### config.mk
export PLATFORM = sky130hd
export DESIGN_NAME = height_and_hex_color_token_parser_core_flat
export DESIGN_NICKNAME = d
export VERILOG_FILES = /design/src/hw/rtl/hhcp_pkg.sv /design/src/hw/rtl/hhcp_if.sv /design/src/hw/rtl/hhcp_in_stage.sv /design/src/hw/rtl/hhcp_parse.sv /design/src/hw/rtl/height_and_hex_color_token_parser_core.sv /design/src/flat_wrapper.sv
export VERILOG_INCLUDE_DIRS = /design/src /design/src/hw/rtl
export SDC_FILE = /design/constraint.sdc
export NUM_CORES = 1
export LEC_CHECK = 0
export BUFFER_PORTS_ARGS = -buffer_cell sky130_fd_sc_hd__buf_2
export CAP_MARGIN = 5
export CELL_PAD_IN_SITES_DETAIL_PLACEMENT = 1
export CELL_PAD_IN_SITES_GLOBAL_PLACEMENT = 1
export CORE_ASPECT_RATIO = 0.7
export CORE_MARGIN = 5
export CORE_UTILIZATION = 35
export DETAILED_ROUTE_END_ITERATION = 8
export GPL_ROUTABILITY_DRIVEN = 0
export PLACE_DENSITY = 0.73
export SYNTH_ARGS = -nofsm -noshare
export SYNTH_HDL_FRONTEND = slang
export SYNTH_SLANG_ARGS = --single-unit
export TNS_END_PERCENT = 100
### constraint.sdc
create_clock -name clock -period 5.5 [get_ports clock]
set_input_delay 0.275 -clock clock [delete_from_list [all_inputs] [get_ports clock]]
set_output_delay 0.275 -clock clock [all_outputs]
set_load 0.01 [all_outputs]
### src/hw/rtl/height_and_hex_color_token_parser_core_macros.svh
// ----------------------------------------------------------------------------
// Token parser assertion macros
// Concurrent assertion wrappers, removed when SYNTHESIS is defined.
// ----------------------------------------------------------------------------
`ifndef HEIGHT_AND_HEX_COLOR_TOKEN_PARSER_CORE_MACROS_SVH
`define HEIGHT_AND_HEX_COLOR_TOKEN_PARSER_CORE_MACROS_SVH

`ifndef SYNTHESIS
`define HHCP_ASSERT(lbl, clk, rst, prop) \
   lbl: assert property (@(posedge clk) disable iff (rst) prop) \
      else $error("token parser assertion failed");
`define HHCP_ASSERT_NEXT(lbl, clk, rst, pre, post) \
   lbl: assert property (@(posedge clk) disable iff (rst) (pre) |=> (post)) \
      else $error("token parser assertion failed");
`else
`define HHCP_ASSERT(lbl, clk, rst, prop)
`define HHCP_ASSERT_NEXT(lbl, clk, rst, pre, post)
`endif

`endif

### src/hw/rtl/hhcp_pkg.sv
// ----------------------------------------------------------------------------
// Token parser package
// Shared widths, character codes, error codes, item types and helpers.
// ----------------------------------------------------------------------------
package hhcp_pkg;

   localparam int CH_W      = 8;
   localparam int POS_W     = 10;
   localparam int HEIGHT_W  = 32;
   localparam int COLOR_W   = 8;
   localparam int GRID_SIZE = 1024;
   localparam int REM_W     = 27;

   localparam logic [CH_W-1:0] CH_MINUS = 8'h2D;
   localparam logic [CH_W-1:0] CH_COMMA = 8'h2C;
   localparam logic [CH_W-1:0] CH_ZERO  = 8'h30;
   localparam logic [CH_W-1:0] CH_NINE  = 8'h39;
   localparam logic [CH_W-1:0] CH_X     = 8'h78;
   localparam logic [CH_W-1:0] CH_LC_A  = 8'h61;
   localparam logic [CH_W-1:0] CH_LC_F  = 8'h66;
   localparam logic [CH_W-1:0] CH_UC_A  = 8'h41;
   localparam logic [CH_W-1:0] CH_UC_F  = 8'h46;

   typedef enum logic [2:0] {
      ERR_NONE      = 3'd0,
      ERR_DIGIT     = 3'd1,
      ERR_ZERO_X    = 3'd2,
      ERR_HEX_COUNT = 3'd3,
      ERR_OVERFLOW  = 3'd4
   } err_type;

   typedef struct packed {
      logic [CH_W-1:0]  ch;
      logic [POS_W-1:0] grid_x;
      logic [POS_W-1:0] grid_y;
   } req_item_type;

   typedef struct packed {
      logic [POS_W-1:0]           pos_x;
      logic [POS_W-1:0]           pos_y;
      logic signed [HEIGHT_W-1:0] height;
      logic [COLOR_W-1:0]         red;
      logic [COLOR_W-1:0]         green;
      logic [COLOR_W-1:0]         blue;
      logic                       has_color;
      err_type                    error_code;
   } rsp_item_type;

   function automatic logic is_digit(input logic [CH_W-1:0] c);
      return (c >= CH_ZERO) && (c <= CH_NINE);
   endfunction

   // {valid, value}
   function automatic logic [4:0] hex_value(input logic [CH_W-1:0] c);
      logic [4:0] r;
      r = 5'b0;
      if (is_digit(c)) begin
         r = {1'b1, c[3:0]};
      end else if (((c >= CH_LC_A) && (c <= CH_LC_F)) ||
                   ((c >= CH_UC_A) && (c <= CH_UC_F))) begin
         r = {1'b1, 4'(c[3:0] + 4'd9)};
      end
      return r;
   endfunction

   // Position modulo grid size by restoring subtraction
   function automatic logic [POS_W-1:0] pos_reduce(input logic [POS_W-1:0] v);
      logic [REM_W-1:0] rem;
      logic [REM_W-1:0] sub;
      rem = REM_W'(v);
      for (int k = POS_W - 1; k >= 0; k--) begin
         sub = REM_W'(GRID_SIZE) << k;
         if (rem >= sub) begin
            rem = rem - sub;
         end
      end
      return rem[POS_W-1:0];
   endfunction

endpackage

### src/hw/rtl/hhcp_if.sv
// ----------------------------------------------------------------------------
// Token parser channel interfaces
// Valid/ready channels for input bytes and finished tokens.
// ----------------------------------------------------------------------------
interface hhcp_req_if;
   logic                            valid;
   logic                            ready;
   logic [hhcp_pkg::CH_W-1:0]       ch;
   logic [hhcp_pkg::POS_W-1:0]      grid_x;
   logic [hhcp_pkg::POS_W-1:0]      grid_y;

   modport source (output valid, ch, grid_x, grid_y, input ready);
   modport sink   (input valid, ch, grid_x, grid_y, output ready);
endinterface

interface hhcp_rsp_if;
   logic                               valid;
   logic                               ready;
   logic [hhcp_pkg::POS_W-1:0]         pos_x;
   logic [hhcp_pkg::POS_W-1:0]         pos_y;
   logic signed [hhcp_pkg::HEIGHT_W-1:0] height;
   logic [hhcp_pkg::COLOR_W-1:0]       red;
   logic [hhcp_pkg::COLOR_W-1:0]       green;
   logic [hhcp_pkg::COLOR_W-1:0]       blue;
   logic                               has_color;
   logic [2:0]                         error_code;

   modport source (output valid, pos_x, pos_y, height, red, green, blue, has_color,
                   error_code, input ready);
   modport sink   (input valid, pos_x, pos_y, height, red, green, blue, has_color,
                   error_code, output ready);
endinterface

### src/hw/rtl/hhcp_in_stage.sv
// ----------------------------------------------------------------------------
// Token parser input stage
// Registers each incoming byte transfer ahead of the parser.
// ----------------------------------------------------------------------------
module hhcp_in_stage (
   input  logic                  clock,
   input  logic                  reset,
   input  logic                  in_valid,
   input  hhcp_pkg::req_item_type in_item,
   output logic                  in_ready,
   output logic                  out_valid,
   output hhcp_pkg::req_item_type out_item,
   input  logic                  out_ready
);

   logic                   valid_ff;
   logic                   valid_in;
   hhcp_pkg::req_item_type item_ff;

   assign in_ready  = !valid_ff || out_ready;
   assign valid_in  = in_ready ? in_valid : valid_ff;
   assign out_valid = valid_ff;
   assign out_item  = item_ff;

   always_ff @(posedge clock) begin
      if (reset) begin
         valid_ff <= 1'b0;
      end else begin
         valid_ff <= valid_in;
      end
      if (in_valid && in_ready) begin
         item_ff <= in_item;
      end
   end

endmodule

### src/hw/rtl/hhcp_parse.sv
// ----------------------------------------------------------------------------
// Token parser state and result register
// Advances the token state per byte and loads a finished token result.
// ----------------------------------------------------------------------------
`include "height_and_hex_color_token_parser_core_macros.svh"

module hhcp_parse (
   input  logic                   clock,
   input  logic                   reset,
   input  logic                   in_valid,
   input  hhcp_pkg::req_item_type in_item,
   output logic                   in_ready,
   output logic                   rsp_valid,
   output hhcp_pkg::rsp_item_type rsp_item,
   input  logic                   rsp_ready
);

   typedef enum logic [2:0] {
      PH_IDLE  = 3'd0,
      PH_SIGN  = 3'd1,
      PH_DIGIT = 3'd2,
      PH_COMMA = 3'd3,
      PH_ZERO  = 3'd4,
      PH_HEX   = 3'd5
   } phase_type;

   phase_type                       phase_ff, phase_in;
   logic                            negative_ff, negative_in;
   logic [31:0]                     magnitude_ff, magnitude_in;
   logic                            overflowed_ff, overflowed_in;
   logic [2:0]                      hex_count_ff, hex_count_in;
   logic [23:0]                     color_ff, color_in;
   logic [hhcp_pkg::POS_W-1:0]      lat_x_ff, lat_x_in;
   logic [hhcp_pkg::POS_W-1:0]      lat_y_ff, lat_y_in;
   logic                            rsp_valid_ff, rsp_valid_in;
   hhcp_pkg::rsp_item_type          rsp_item_ff, rsp_item_in;

   logic                            take;
   logic                            emit;
   logic                            emit_color;
   hhcp_pkg::err_type               emit_err;
   logic                            restart;
   logic [hhcp_pkg::CH_W-1:0]       c;
   logic                            c_digit;
   logic [4:0]                      hv;
   logic [35:0]                     prod;
   logic [35:0]                     limit;
   logic                            prod_ovf;
   logic                            good_count;

   assign take      = in_valid && in_ready;
   assign in_ready  = !rsp_valid_ff || rsp_ready;
   assign rsp_valid = rsp_valid_ff;
   assign rsp_item  = rsp_item_ff;

   assign c          = in_item.ch;
   assign c_digit    = hhcp_pkg::is_digit(c);
   assign hv         = hhcp_pkg::hex_value(c);
   assign good_count = (hex_count_ff == 3'd2) || (hex_count_ff == 3'd4) ||
                       (hex_count_ff == 3'd6);

   // magnitude * 10 + digit
   assign prod     = {1'b0, magnitude_ff, 3'b000} + {3'b000, magnitude_ff, 1'b0} +
                     {32'b0, c[3:0]};
   assign limit    = negative_ff ? 36'h080000000 : 36'h07FFFFFFF;
   assign prod_ovf = prod > limit;

   always_comb begin
      phase_in      = phase_ff;
      negative_in   = negative_ff;
      magnitude_in  = magnitude_ff;
      overflowed_in = overflowed_ff;
      hex_count_in  = hex_count_ff;
      color_in      = color_ff;
      lat_x_in      = lat_x_ff;
      lat_y_in      = lat_y_ff;
      emit          = 1'b0;
      emit_color    = 1'b0;
      emit_err      = hhcp_pkg::ERR_NONE;
      restart       = 1'b0;

      unique case (phase_ff)
         PH_SIGN: begin
            if (c_digit) begin
               phase_in = PH_DIGIT;
               if (prod_ovf) begin
                  overflowed_in = 1'b1;
                  magnitude_in  = limit[31:0];
               end else begin
                  magnitude_in = prod[31:0];
               end
            end else begin
               emit     = 1'b1;
               emit_err = hhcp_pkg::ERR_DIGIT;
               restart  = 1'b1;
            end
         end
         PH_DIGIT: begin
            if (c_digit) begin
               if (prod_ovf) begin
                  overflowed_in = 1'b1;
                  magnitude_in  = limit[31:0];
               end else begin
                  magnitude_in = prod[31:0];
               end
            end else if (c == hhcp_pkg::CH_COMMA) begin
               phase_in = PH_COMMA;
            end else begin
               emit     = 1'b1;
               emit_err = overflowed_ff ? hhcp_pkg::ERR_OVERFLOW : hhcp_pkg::ERR_NONE;
               restart  = 1'b1;
            end
         end
         PH_COMMA: begin
            if (c == hhcp_pkg::CH_ZERO) begin
               phase_in = PH_ZERO;
            end else begin
               emit     = 1'b1;
               emit_err = hhcp_pkg::ERR_ZERO_X;
               restart  = 1'b1;
            end
         end
         PH_ZERO: begin
            if (c == hhcp_pkg::CH_X) begin
               phase_in     = PH_HEX;
               hex_count_in = 3'd0;
               color_in     = 24'd0;
            end else begin
               emit     = 1'b1;
               emit_err = hhcp_pkg::ERR_ZERO_X;
               restart  = 1'b1;
            end
         end
         PH_HEX: begin
            if (hv[4]) begin
               if (hex_count_ff < 3'd6) begin
                  color_in = {color_ff[19:0], hv[3:0]};
               end
               if (hex_count_ff != 3'd7) begin
                  hex_count_in = hex_count_ff + 3'd1;
               end
            end else begin
               emit    = 1'b1;
               restart = 1'b1;
               if (good_count) begin
                  emit_color = 1'b1;
                  emit_err   = overflowed_ff ? hhcp_pkg::ERR_OVERFLOW
                                             : hhcp_pkg::ERR_NONE;
               end else begin
                  emit_err = hhcp_pkg::ERR_HEX_COUNT;
               end
            end
         end
         default: begin
            restart = 1'b1;
         end
      endcase

      // same byte may open the next token
      if (restart) begin
         phase_in = PH_IDLE;
         if (c_digit || (c == hhcp_pkg::CH_MINUS)) begin
            negative_in   = !c_digit;
            magnitude_in  = c_digit ? {28'b0, c[3:0]} : 32'd0;
            overflowed_in = 1'b0;
            hex_count_in  = 3'd0;
            color_in      = 24'd0;
            lat_x_in      = hhcp_pkg::pos_reduce(in_item.grid_x);
            lat_y_in      = hhcp_pkg::pos_reduce(in_item.grid_y);
            phase_in      = c_digit ? PH_DIGIT : PH_SIGN;
         end
      end
   end

   always_comb begin
      rsp_item_in.pos_x      = lat_x_ff;
      rsp_item_in.pos_y      = lat_y_ff;
      rsp_item_in.height     = negative_ff ? $signed(32'd0 - magnitude_ff)
                                           : $signed(magnitude_ff);
      rsp_item_in.has_color  = emit_color;
      rsp_item_in.error_code = emit_err;
      if (emit_color) begin
         rsp_item_in.blue  = color_ff[7:0];
         rsp_item_in.green = (hex_count_ff >= 3'd4) ? color_ff[15:8] : 8'd0;
         rsp_item_in.red   = (hex_count_ff >= 3'd6) ? color_ff[23:16] : 8'd0;
      end else begin
         rsp_item_in.blue  = 8'hFF;
         rsp_item_in.green = 8'hFF;
         rsp_item_in.red   = 8'hFF;
      end
   end

   assign rsp_valid_in = (take && emit) || (rsp_valid_ff && !rsp_ready);

   always_ff @(posedge clock) begin
      if (reset) begin
         phase_ff      <= PH_IDLE;
         negative_ff   <= 1'b0;
         magnitude_ff  <= 32'd0;
         overflowed_ff <= 1'b0;
         hex_count_ff  <= 3'd0;
         color_ff      <= 24'd0;
         lat_x_ff      <= '0;
         lat_y_ff      <= '0;
         rsp_valid_ff  <= 1'b0;
      end else begin
         if (take) begin
            phase_ff      <= phase_in;
            negative_ff   <= negative_in;
            magnitude_ff  <= magnitude_in;
            overflowed_ff <= overflowed_in;
            hex_count_ff  <= hex_count_in;
            color_ff      <= color_in;
            lat_x_ff      <= lat_x_in;
            lat_y_ff      <= lat_y_in;
         end
         rsp_valid_ff <= rsp_valid_in;
      end
      if (take && emit) begin
         rsp_item_ff <= rsp_item_in;
      end
   end

   `HHCP_ASSERT(a_rsp_from_transfer, clock, reset, $rose(rsp_valid_ff) |-> $past(take))
   `HHCP_ASSERT(a_color_err, clock, reset, (rsp_valid_ff && rsp_item_ff.has_color) |-> (rsp_item_ff.error_code == hhcp_pkg::ERR_NONE || rsp_item_ff.error_code == hhcp_pkg::ERR_OVERFLOW))
   `HHCP_ASSERT(a_white, clock, reset, (rsp_valid_ff && !rsp_item_ff.has_color) |-> (rsp_item_ff.red == 8'hFF && rsp_item_ff.green == 8'hFF && rsp_item_ff.blue == 8'hFF))
   `HHCP_ASSERT(a_sign_clear, clock, reset, (phase_ff == PH_SIGN) |-> (negative_ff && magnitude_ff == 32'd0 && !overflowed_ff))
   `HHCP_ASSERT_NEXT(a_idle_no_rsp, clock, reset, (take && phase_ff == PH_IDLE && !rsp_valid_ff), !rsp_valid_ff)

endmodule

### src/hw/rtl/height_and_hex_color_token_parser_core.sv
// ----------------------------------------------------------------------------
// Height and hex colour token parser
// Byte-stream parser for signed decimal heights with optional 0x colour.
//
//   channel   dir  payload                                          
//   req_chan  in   ch[8], grid_x[10], grid_y[10]
//   rsp_chan  out  pos_x, pos_y, height[32s], red, green, blue,
//                  has_color, error_code[3]
//
// One byte per cycle sustained while no result is stalled; a finished token passes
// the input register and then the result register around the parser.
// A result appears only on the byte that ends a token.
// Synchronous reset returns the parser to idle with no result pending.
// A stalled result holds the parser; the input register keeps taking bytes
// while it has room.
// ----------------------------------------------------------------------------
module height_and_hex_color_token_parser_core (
   input logic        clock,
   input logic        reset,
   hhcp_req_if.sink   req_chan,
   hhcp_rsp_if.source rsp_chan
);

   hhcp_pkg::req_item_type in_item;
   hhcp_pkg::req_item_type stage_item;
   hhcp_pkg::rsp_item_type out_item;
   logic                   stage_valid;
   logic                   stage_ready;

   assign in_item.ch     = req_chan.ch;
   assign in_item.grid_x = req_chan.grid_x;
   assign in_item.grid_y = req_chan.grid_y;

   hhcp_in_stage u_in_stage (
      .clock     (clock),
      .reset     (reset),
      .in_valid  (req_chan.valid),
      .in_item   (in_item),
      .in_ready  (req_chan.ready),
      .out_valid (stage_valid),
      .out_item  (stage_item),
      .out_ready (stage_ready)
   );

   hhcp_parse u_parse (
      .clock     (clock),
      .reset     (reset),
      .in_valid  (stage_valid),
      .in_item   (stage_item),
      .in_ready  (stage_ready),
      .rsp_valid (rsp_chan.valid),
      .rsp_item  (out_item),
      .rsp_ready (rsp_chan.ready)
   );

   assign rsp_chan.pos_x      = out_item.pos_x;
   assign rsp_chan.pos_y      = out_item.pos_y;
   assign rsp_chan.height     = out_item.height;
   assign rsp_chan.red        = out_item.red;
   assign rsp_chan.green      = out_item.green;
   assign rsp_chan.blue       = out_item.blue;
   assign rsp_chan.has_color  = out_item.has_color;
   assign rsp_chan.error_code = out_item.error_code;

endmodule

### src/flat_wrapper.sv
// flat-port wrapper written by rule: the top's interface ports become plain ports
module height_and_hex_color_token_parser_core_flat 
  (clock, reset, req_chan_valid, req_chan_ch, req_chan_grid_x, req_chan_grid_y, req_chan_ready, rsp_chan_valid, rsp_chan_pos_x, rsp_chan_pos_y, rsp_chan_height, rsp_chan_red, rsp_chan_green, rsp_chan_blue, rsp_chan_has_color, rsp_chan_error_code, rsp_chan_ready);
  hhcp_req_if req_chan_i ();
  hhcp_rsp_if rsp_chan_i ();
  input logic clock;
  input logic reset;
  input wire logic [$bits(req_chan_i.valid)-1:0] req_chan_valid;
  input wire logic [$bits(req_chan_i.ch)-1:0] req_chan_ch;
  input wire logic [$bits(req_chan_i.grid_x)-1:0] req_chan_grid_x;
  input wire logic [$bits(req_chan_i.grid_y)-1:0] req_chan_grid_y;
  output wire logic [$bits(req_chan_i.ready)-1:0] req_chan_ready;
  output wire logic [$bits(rsp_chan_i.valid)-1:0] rsp_chan_valid;
  output wire logic [$bits(rsp_chan_i.pos_x)-1:0] rsp_chan_pos_x;
  output wire logic [$bits(rsp_chan_i.pos_y)-1:0] rsp_chan_pos_y;
  output wire logic [$bits(rsp_chan_i.height)-1:0] rsp_chan_height;
  output wire logic [$bits(rsp_chan_i.red)-1:0] rsp_chan_red;
  output wire logic [$bits(rsp_chan_i.green)-1:0] rsp_chan_green;
  output wire logic [$bits(rsp_chan_i.blue)-1:0] rsp_chan_blue;
  output wire logic [$bits(rsp_chan_i.has_color)-1:0] rsp_chan_has_color;
  output wire logic [$bits(rsp_chan_i.error_code)-1:0] rsp_chan_error_code;
  input wire logic [$bits(rsp_chan_i.ready)-1:0] rsp_chan_ready;
  assign req_chan_i.valid = req_chan_valid;
  assign req_chan_i.ch = req_chan_ch;
  assign req_chan_i.grid_x = req_chan_grid_x;
  assign req_chan_i.grid_y = req_chan_grid_y;
  assign req_chan_ready = req_chan_i.ready;
  assign rsp_chan_valid = rsp_chan_i.valid;
  assign rsp_chan_pos_x = rsp_chan_i.pos_x;
  assign rsp_chan_pos_y = rsp_chan_i.pos_y;
  assign rsp_chan_height = rsp_chan_i.height;
  assign rsp_chan_red = rsp_chan_i.red;
  assign rsp_chan_green = rsp_chan_i.green;
  assign rsp_chan_blue = rsp_chan_i.blue;
  assign rsp_chan_has_color = rsp_chan_i.has_color;
  assign rsp_chan_error_code = rsp_chan_i.error_code;
  assign rsp_chan_i.ready = rsp_chan_ready;
  height_and_hex_color_token_parser_core u_core (.clock(clock), .reset(reset), .req_chan(req_chan_i), .rsp_chan(rsp_chan_i));
endmodule
Yosys cells after proc, flatten, opt, wreduce, memory -nomap -nowiden
Cells that the tools add are included.
{"block": "op_classes", "n_mux": 58, "magnitude_cmp": 10, "add_sub_neg": 5, "n_shift": 0, "n_reduce_logical": 22, "eq_ne": 18, "div_mod_pow": 0, "bitwise_logic": 0, "n_mul": 0}
{"cell": "$mux 32", "n": 7}
{"cell": "$mux 24", "n": 5}
{"cell": "$mux 3", "n": 16}
{"cell": "$pmux 24 s2", "n": 1}
{"cell": "$add 35x33->36", "n": 1}
{"cell": "$add 36x4->36", "n": 1}
{"cell": "$gt 36x32->1", "n": 1}
{"cell": "$sub 1x32->32 const A", "n": 1}
{"cell": "$eq 8x6->1 const B", "n": 3}
{"cell": "$ne 3x3->1 const B", "n": 6}
{"cell": "$ge 8x7->1 const B", "n": 2}
{"cell": "$le 8x7->1 const B", "n": 2}
{"cell": "$mux 8", "n": 2}
{"cell": "$mux 1", "n": 15}
{"cell": "$pmux 3 s5", "n": 1}
{"cell": "$eq 3x3->1 const B", "n": 4}
{"cell": "$pmux 3 s4", "n": 1}
{"cell": "$mux 5", "n": 2}
{"cell": "$pmux 1 s5", "n": 2}
{"cell": "$eq 3x2->1 const B", "n": 3}
{"cell": "$eq 8x7->1 const B", "n": 1}
{"cell": "$ge 8x6->1 const B", "n": 1}
{"cell": "$le 8x6->1 const B", "n": 1}
{"cell": "$mux 2", "n": 4}
{"cell": "14 further kinds", "n": 30}
{"block": "word_totals", "n_memories": 0, "in_bits": 32, "latch_bits": 0, "ram_bits": 0, "out_inout_bits": 82, "elab_cells": 134, "reg_bits": 194, "rom_bits": 0}

Depth between registers and ports, before layout
{"block": "logic_depth", "word_depth": 10, "depth_mapped": 23, "ltp_nobuf": 20}

Cells and area by module
From an unflattened synthesis, not the netlist that was laid out.
{"block": "unflattened", "hier_cells": 1058, "hier_area_um2": 10631.4}
{"module": "hhcp_parse", "area_per_inst_um2": 9735.6, "cells_each": 1025, "seq_area_each_um2": 4103.9, "n_inst": 1}
{"module": "hhcp_in_stage", "area_per_inst_um2": 895.9, "cells_each": 33, "seq_area_each_um2": 860.8, "n_inst": 1}

Least setup slack after synthesis
Ideal clock, no wire load.
{"block": "synth_timing", "kind": "reg2reg", "from": "reg u_core.u_parse.magnitude_ff[2]", "to": "reg u_core.u_parse.magnitude_ff[13]", "path_slack_ps": 412, "arrival_ps": 4962, "n_path_buf": 2, "synth_period_minus_slack_ps": 5088, "stages_incl_launch_ff": 21, "required_time_ps": 5374, "setup_time_ps": 126, "cell_sequence": "dfxtp_1 > fa_1 > fa_1 > a211oi_1 > o211ai_1 > a311oi_2 > a21oi_1 > a31oi_1 > o21bai_1 > xor2_1 > ha_1 > nand4_1 > nor3_1 > nand2_1 > a211oi_1 > nand3b_1 > or4_1 > clkbuf_1 > buf_2 > nor2_1 > a211oi_1"}
{"block": "synth_via", "elab_chain_cells": 8}
{"element": "start, declared", "line_no": "hhcp_parse.sv:29", "text": "logic [31:0] magnitude_ff, magnitude_in;"}
{"element": "start signal, assigned", "line_no": "hhcp_parse.sv:210", "text": "magnitude_ff <= magnitude_in;"}
{"element": "$add 35x33->36 (*)", "line_no": "hhcp_parse.sv:63", "text": "assign prod = {1'b0, magnitude_ff, 3'b000} + {3'b000, magnitude_ff, 1'b0} +"}
{"element": "$add 36x4->36 (*)", "line_no": "hhcp_parse.sv:63"}
{"element": "$gt 36x32->1", "line_no": "hhcp_parse.sv:66", "text": "assign prod_ovf = prod > limit;"}
{"element": "$mux 32 (*)", "line_no": "hhcp_parse.sv:86, hhcp_parse.sv:100"}
{"element": "$mux 32 (*)", "line_no": "hhcp_parse.sv:99", "text": "if (c_digit) begin"}
{"element": "$mux 32 (*)"}
{"element": "$mux 32", "line_no": "hhcp_parse.sv:162", "text": "if (c_digit || (c == hhcp_pkg::CH_MINUS)) begin"}
{"element": "$mux 32 (*)", "line_no": "hhcp_parse.sv:160", "text": "if (restart) begin"}
Every way passes the cells marked *; elsewhere a longest branch is shown, timed or not.
A chain may end at the register's enable or synchronous reset.

Final worst setup path
{"block": "layout_timing", "from": "reg u_core.u_parse.magnitude_ff[21]", "to": "reg u_core.u_parse.magnitude_ff[3]"}
{"block": "layout_via", "elab_chain_cells": 8}
{"element": "$add 35x33->36 (*)", "line_no": "hhcp_parse.sv:63"}
{"element": "$add 36x4->36 (*)", "line_no": "hhcp_parse.sv:63"}
{"element": "$gt 36x32->1 (*)", "line_no": "hhcp_parse.sv:66"}
{"element": "$mux 32 (*)", "line_no": "hhcp_parse.sv:86, hhcp_parse.sv:100"}
{"element": "$mux 32 (*)", "line_no": "hhcp_parse.sv:99"}
{"element": "$mux 32 (*)"}
{"element": "$mux 32", "line_no": "hhcp_parse.sv:162"}
{"element": "$mux 32 (*)", "line_no": "hhcp_parse.sv:160"}
Marks and branches as above.

==> results.sh <==
export IMPL_overflow=0
export IMPL_portBuffers=113
export IMPL_synth_fp_nets=1243
export IMPL_layout_cells_non_filler=1700
export IMPL_regToRegSetupSlack_ns=0.22
export IMPL_ys_seq_area_share_pct=45.6
export IMPL_dp_cells=1633
export IMPL_slew_headroom_pct=23.5
export IMPL_cp_start_kind="flop"
export IMPL_arrival_ns=5.58
export IMPL_globalRouteTotalUtil_pct=18.6
export IMPL_via_count=9285
export IMPL_crit_path_end_kind="flop"
export IMPL_powerDensity_mw_per_mm2=224
export IMPL_die_x_um=221
export IMPL_clock_path_buffers=2
export IMPL_synth_cell_types=70
export IMPL_wire_per_inst_um=19.1
export IMPL_period_share_pct=95.9
export IMPL_antennaDiodeCount=0
export IMPL_leakage_nw=5.32
export IMPL_cts_sinks=194
export IMPL_dp_hpwl_um=24300
export IMPL_vias_per_cell=5.46
export IMPL_place_ws_ns=-0.0964
export IMPL_fp_dieArea_mm2=0.0348
export IMPL_setup_violations=0
export IMPL_drtIter0Drc=647
export IMPL_finalClockSkew_ns=0.0121
export IMPL_final_layout_size_suffix_gt1_share_pct=18.9
export IMPL_yosysMostFrequentCell="nand2_1"
export IMPL_slew_violations=0
export IMPL_yosys_register_bits=194
export IMPL_grt_max_degree=63
export IMPL_final_setup_worst_slack_ns=0.224
export IMPL_fill_cells=3553
export IMPL_synthArstFlopShare_pct=0
export IMPL_antenna_found_initial=0
export IMPL_drv_cap=0
export IMPL_peakVddDrop_mv=0.200
export IMPL_crit_required_ns=5.81
export IMPL_synth_area_leaders="edfxtp_1, dfxtp_1, ha_1, nand2_1, a21oi_1"
export IMPL_max_freq_mhz=190
export IMPL_cts_htree_levels=4
export IMPL_syn_inst=1106
export IMPL_yosys_area_top_type_share_pct=29.8
export IMPL_yosys_area_top_type="edfxtp_1"
export IMPL_synth_enable_flop_cells=108
export IMPL_synth_warnings=0
export IMPL_hold_viol=0
export IMPL_routed_wirelength_um=32500
export IMPL_area_delta_synth_final_pct=21.0
export IMPL_cts_reportedPaths_clkPinSlew_ns=0.08
export IMPL_drtAntennaViolNets=0
export IMPL_cts_buffers=17
export IMPL_ios=114
export IMPL_tightest_slew_ns=1.12
export IMPL_grt_pass1_vias=9102
export IMPL_core_region_area_mm2=0.0309
export IMPL_grt_first_pass_wirelength_um=51100
export IMPL_root_buffer="clkbuf_16"
export IMPL_layout_nets=1404
export IMPL_min_period_ns=5.28
export IMPL_synth_avg_cell_area_um2=9.83
export IMPL_syn_area_mm2=0.0109
export IMPL_std_cell_rows=54
export IMPL_cts_tree="done"
export IMPL_die_h_um=157
export IMPL_synth_common_cells="nand2_1, edfxtp_1, ha_1"
export IMPL_hold_path_class="in2reg"
export IMPL_drc=0
export IMPL_crit_type="reg2reg"
export IMPL_critical_path_max_fanout=8
export IMPL_synth_flop_cell="edfxtp_1"
export IMPL_initial_core_util_pct=35.2
export IMPL_insertion_delay_ns=0.45
export IMPL_first_pass_iters=5
export IMPL_status="finished, final reports clean"
[worst paths after layout]
| check | start | end | depth (start not counted) |
|---|---|---|---|
| min | req_chan_valid | u_core.u_in_stage.out_valid | 3 |
| min reg2reg | u_core.u_parse.lat_x_ff[6] | u_core.u_parse.rsp_item[76] | 0 |
| max | u_core.u_parse.magnitude_ff[21] | u_core.u_parse.magnitude_ff[3] | 20 |
| max reg2reg | u_core.u_parse.magnitude_ff[21] | u_core.u_parse.magnitude_ff[3] | 20 |
[metal layers]
metal | global-route usage [%] | vias to the layer above | wire length (µm)
li1 | - | 4450 | -
met1 | 28.6 | 4592 | 16300
met2 | 27.6 | 227 | 14100
met3 | 3.54 | 16 | 1950
met4 | 2.92 | 0 | 193
met5 | 0 | - | 0
[critical path, cell delays in order, from the launching register on]
cell      delay (ns)
dfxtp_1         0.54
ha_1            0.31
ha_1            0.46
and3_1          0.23
nand2_1         0.08
or4_1           0.48
a21oi_1         0.28
nor2_1          0.11
xnor2_1         0.34
ha_1            0.33
a21oi_1         0.15
nand2_1         0.08
a221oi_2        0.35
nand4b_1        0.17
nand3_1         0.10
nand3b_1        0.16
buf_4           0.19
or3_4           0.39
buf_4           0.18
nor2_1          0.10
o32ai_1         0.08
[metrics by stage]
step | hold WS, ns | TNS (ns) | util, % | power [mW] | area, µm²
final | 0.0862 | 0 | 42.6 | 2.94 | 13200
after global routing | 0.0721 | -0.00934 | 42.6 | 3.05 | 13200
after CTS | 0.00205 | 0 | 42.2 | 2.97 | 13000
after detailed placement | 0.415 | -0.551 | 39.3 | 1.68 | 12100
after global placement | 0.412 | 0 | 39.3 | 1.67 | 12100
after floorplan | 0.374 | 0 | - | 1.64 | 10900
[cells by family (layout without fill, tap and decap cells)]
| logic type | Yosys count | after routing | synth area share (%) |
|---|---|---|---|
| buffers and inverters | 75 | 249 | 2.65 |
| and+or+nand+nor | 365 | 365 | 15.8 |
| adders and majority gates | 105 | 105 | 12.2 |
| AOI/OAI and AO/OA | 303 | 303 | 18.5 |
| DFF | 194 | 194 | 45.6 |
| muxes | 3 | 3 | 0.288 |
| xor gates and xnor gates | 61 | 61 | 4.91 |
[layout by cell type, fill, tap and decap left out, drive strengths merged, types with 5 or more instances in the layout]
master and instances:
a211oi 26, a21o 9, a21oi 86, a22oi 31, a31oi 8, a41oi 18, and2 7, and3 9
buf 163, clkbuf 17, clkinv 10, dfxtp 86, dlygate4sd3 28, edfxtp 108, ha 103, inv 31
nand2 144, nand2b 8, nand3 20, nand4 14, nor2 87, nor2b 6, nor3 24, nor4 5
o211ai 11, o21a 8, o21ai 51, o21bai 5, o31ai 17, or3 19, or4 8, xnor2 48
xor2 13
[report_power, final]
group	internal, mW	switching, mW
Combinational	0.0483	0.0658
Clock	0.620	0.660
Sequential	1.54	0.0114
[flip-flops by register name, summed over array words and instances, names as in the netlist]
| name | cells |
|---|---|
| u_core.u_parse.rsp_item | 80 |
| u_core.u_parse.magnitude_ff | 32 |
| u_core.u_in_stage.out_item | 28 |
| u_core.u_parse.color_ff | 24 |
| u_core.u_parse.lat_x_ff | 10 |
| u_core.u_parse.lat_y_ff | 10 |
| u_core.u_parse.hex_count_ff | 3 |
| u_core.u_parse.phase_ff | 3 |
| u_core.u_in_stage.out_valid | 1 |
| u_core.u_parse.negative_ff | 1 |
| u_core.u_parse.overflowed_ff | 1 |
| u_core.u_parse.rsp_valid | 1 |
[layout make-up]
cell class	instances	area, µm²	share of cell area (%)
clock inverters	15	185	1.41
well taps	420	526	3.99
inverters	26	98.8	0.751
multi-input cells	837	5700	43.3
flip-flops and latches	194	4980	37.8
clock buffers	17	425	3.23
repair buffers	191	1250	9.50
[what timing repair did]
action / 4_1_cts / 5_1_grt
endpoints found under the setup margin: 26 / 33
hold buffers: 27 / 1
buffers inserted: 3 / 4
gates resized for setup: 1 / 25
pin swaps: 1 / 9
hold endpoints to repair: 27 / 1
gates cloned: 0 / 0
No activity file was read; power rests on OpenSTA's default activity.
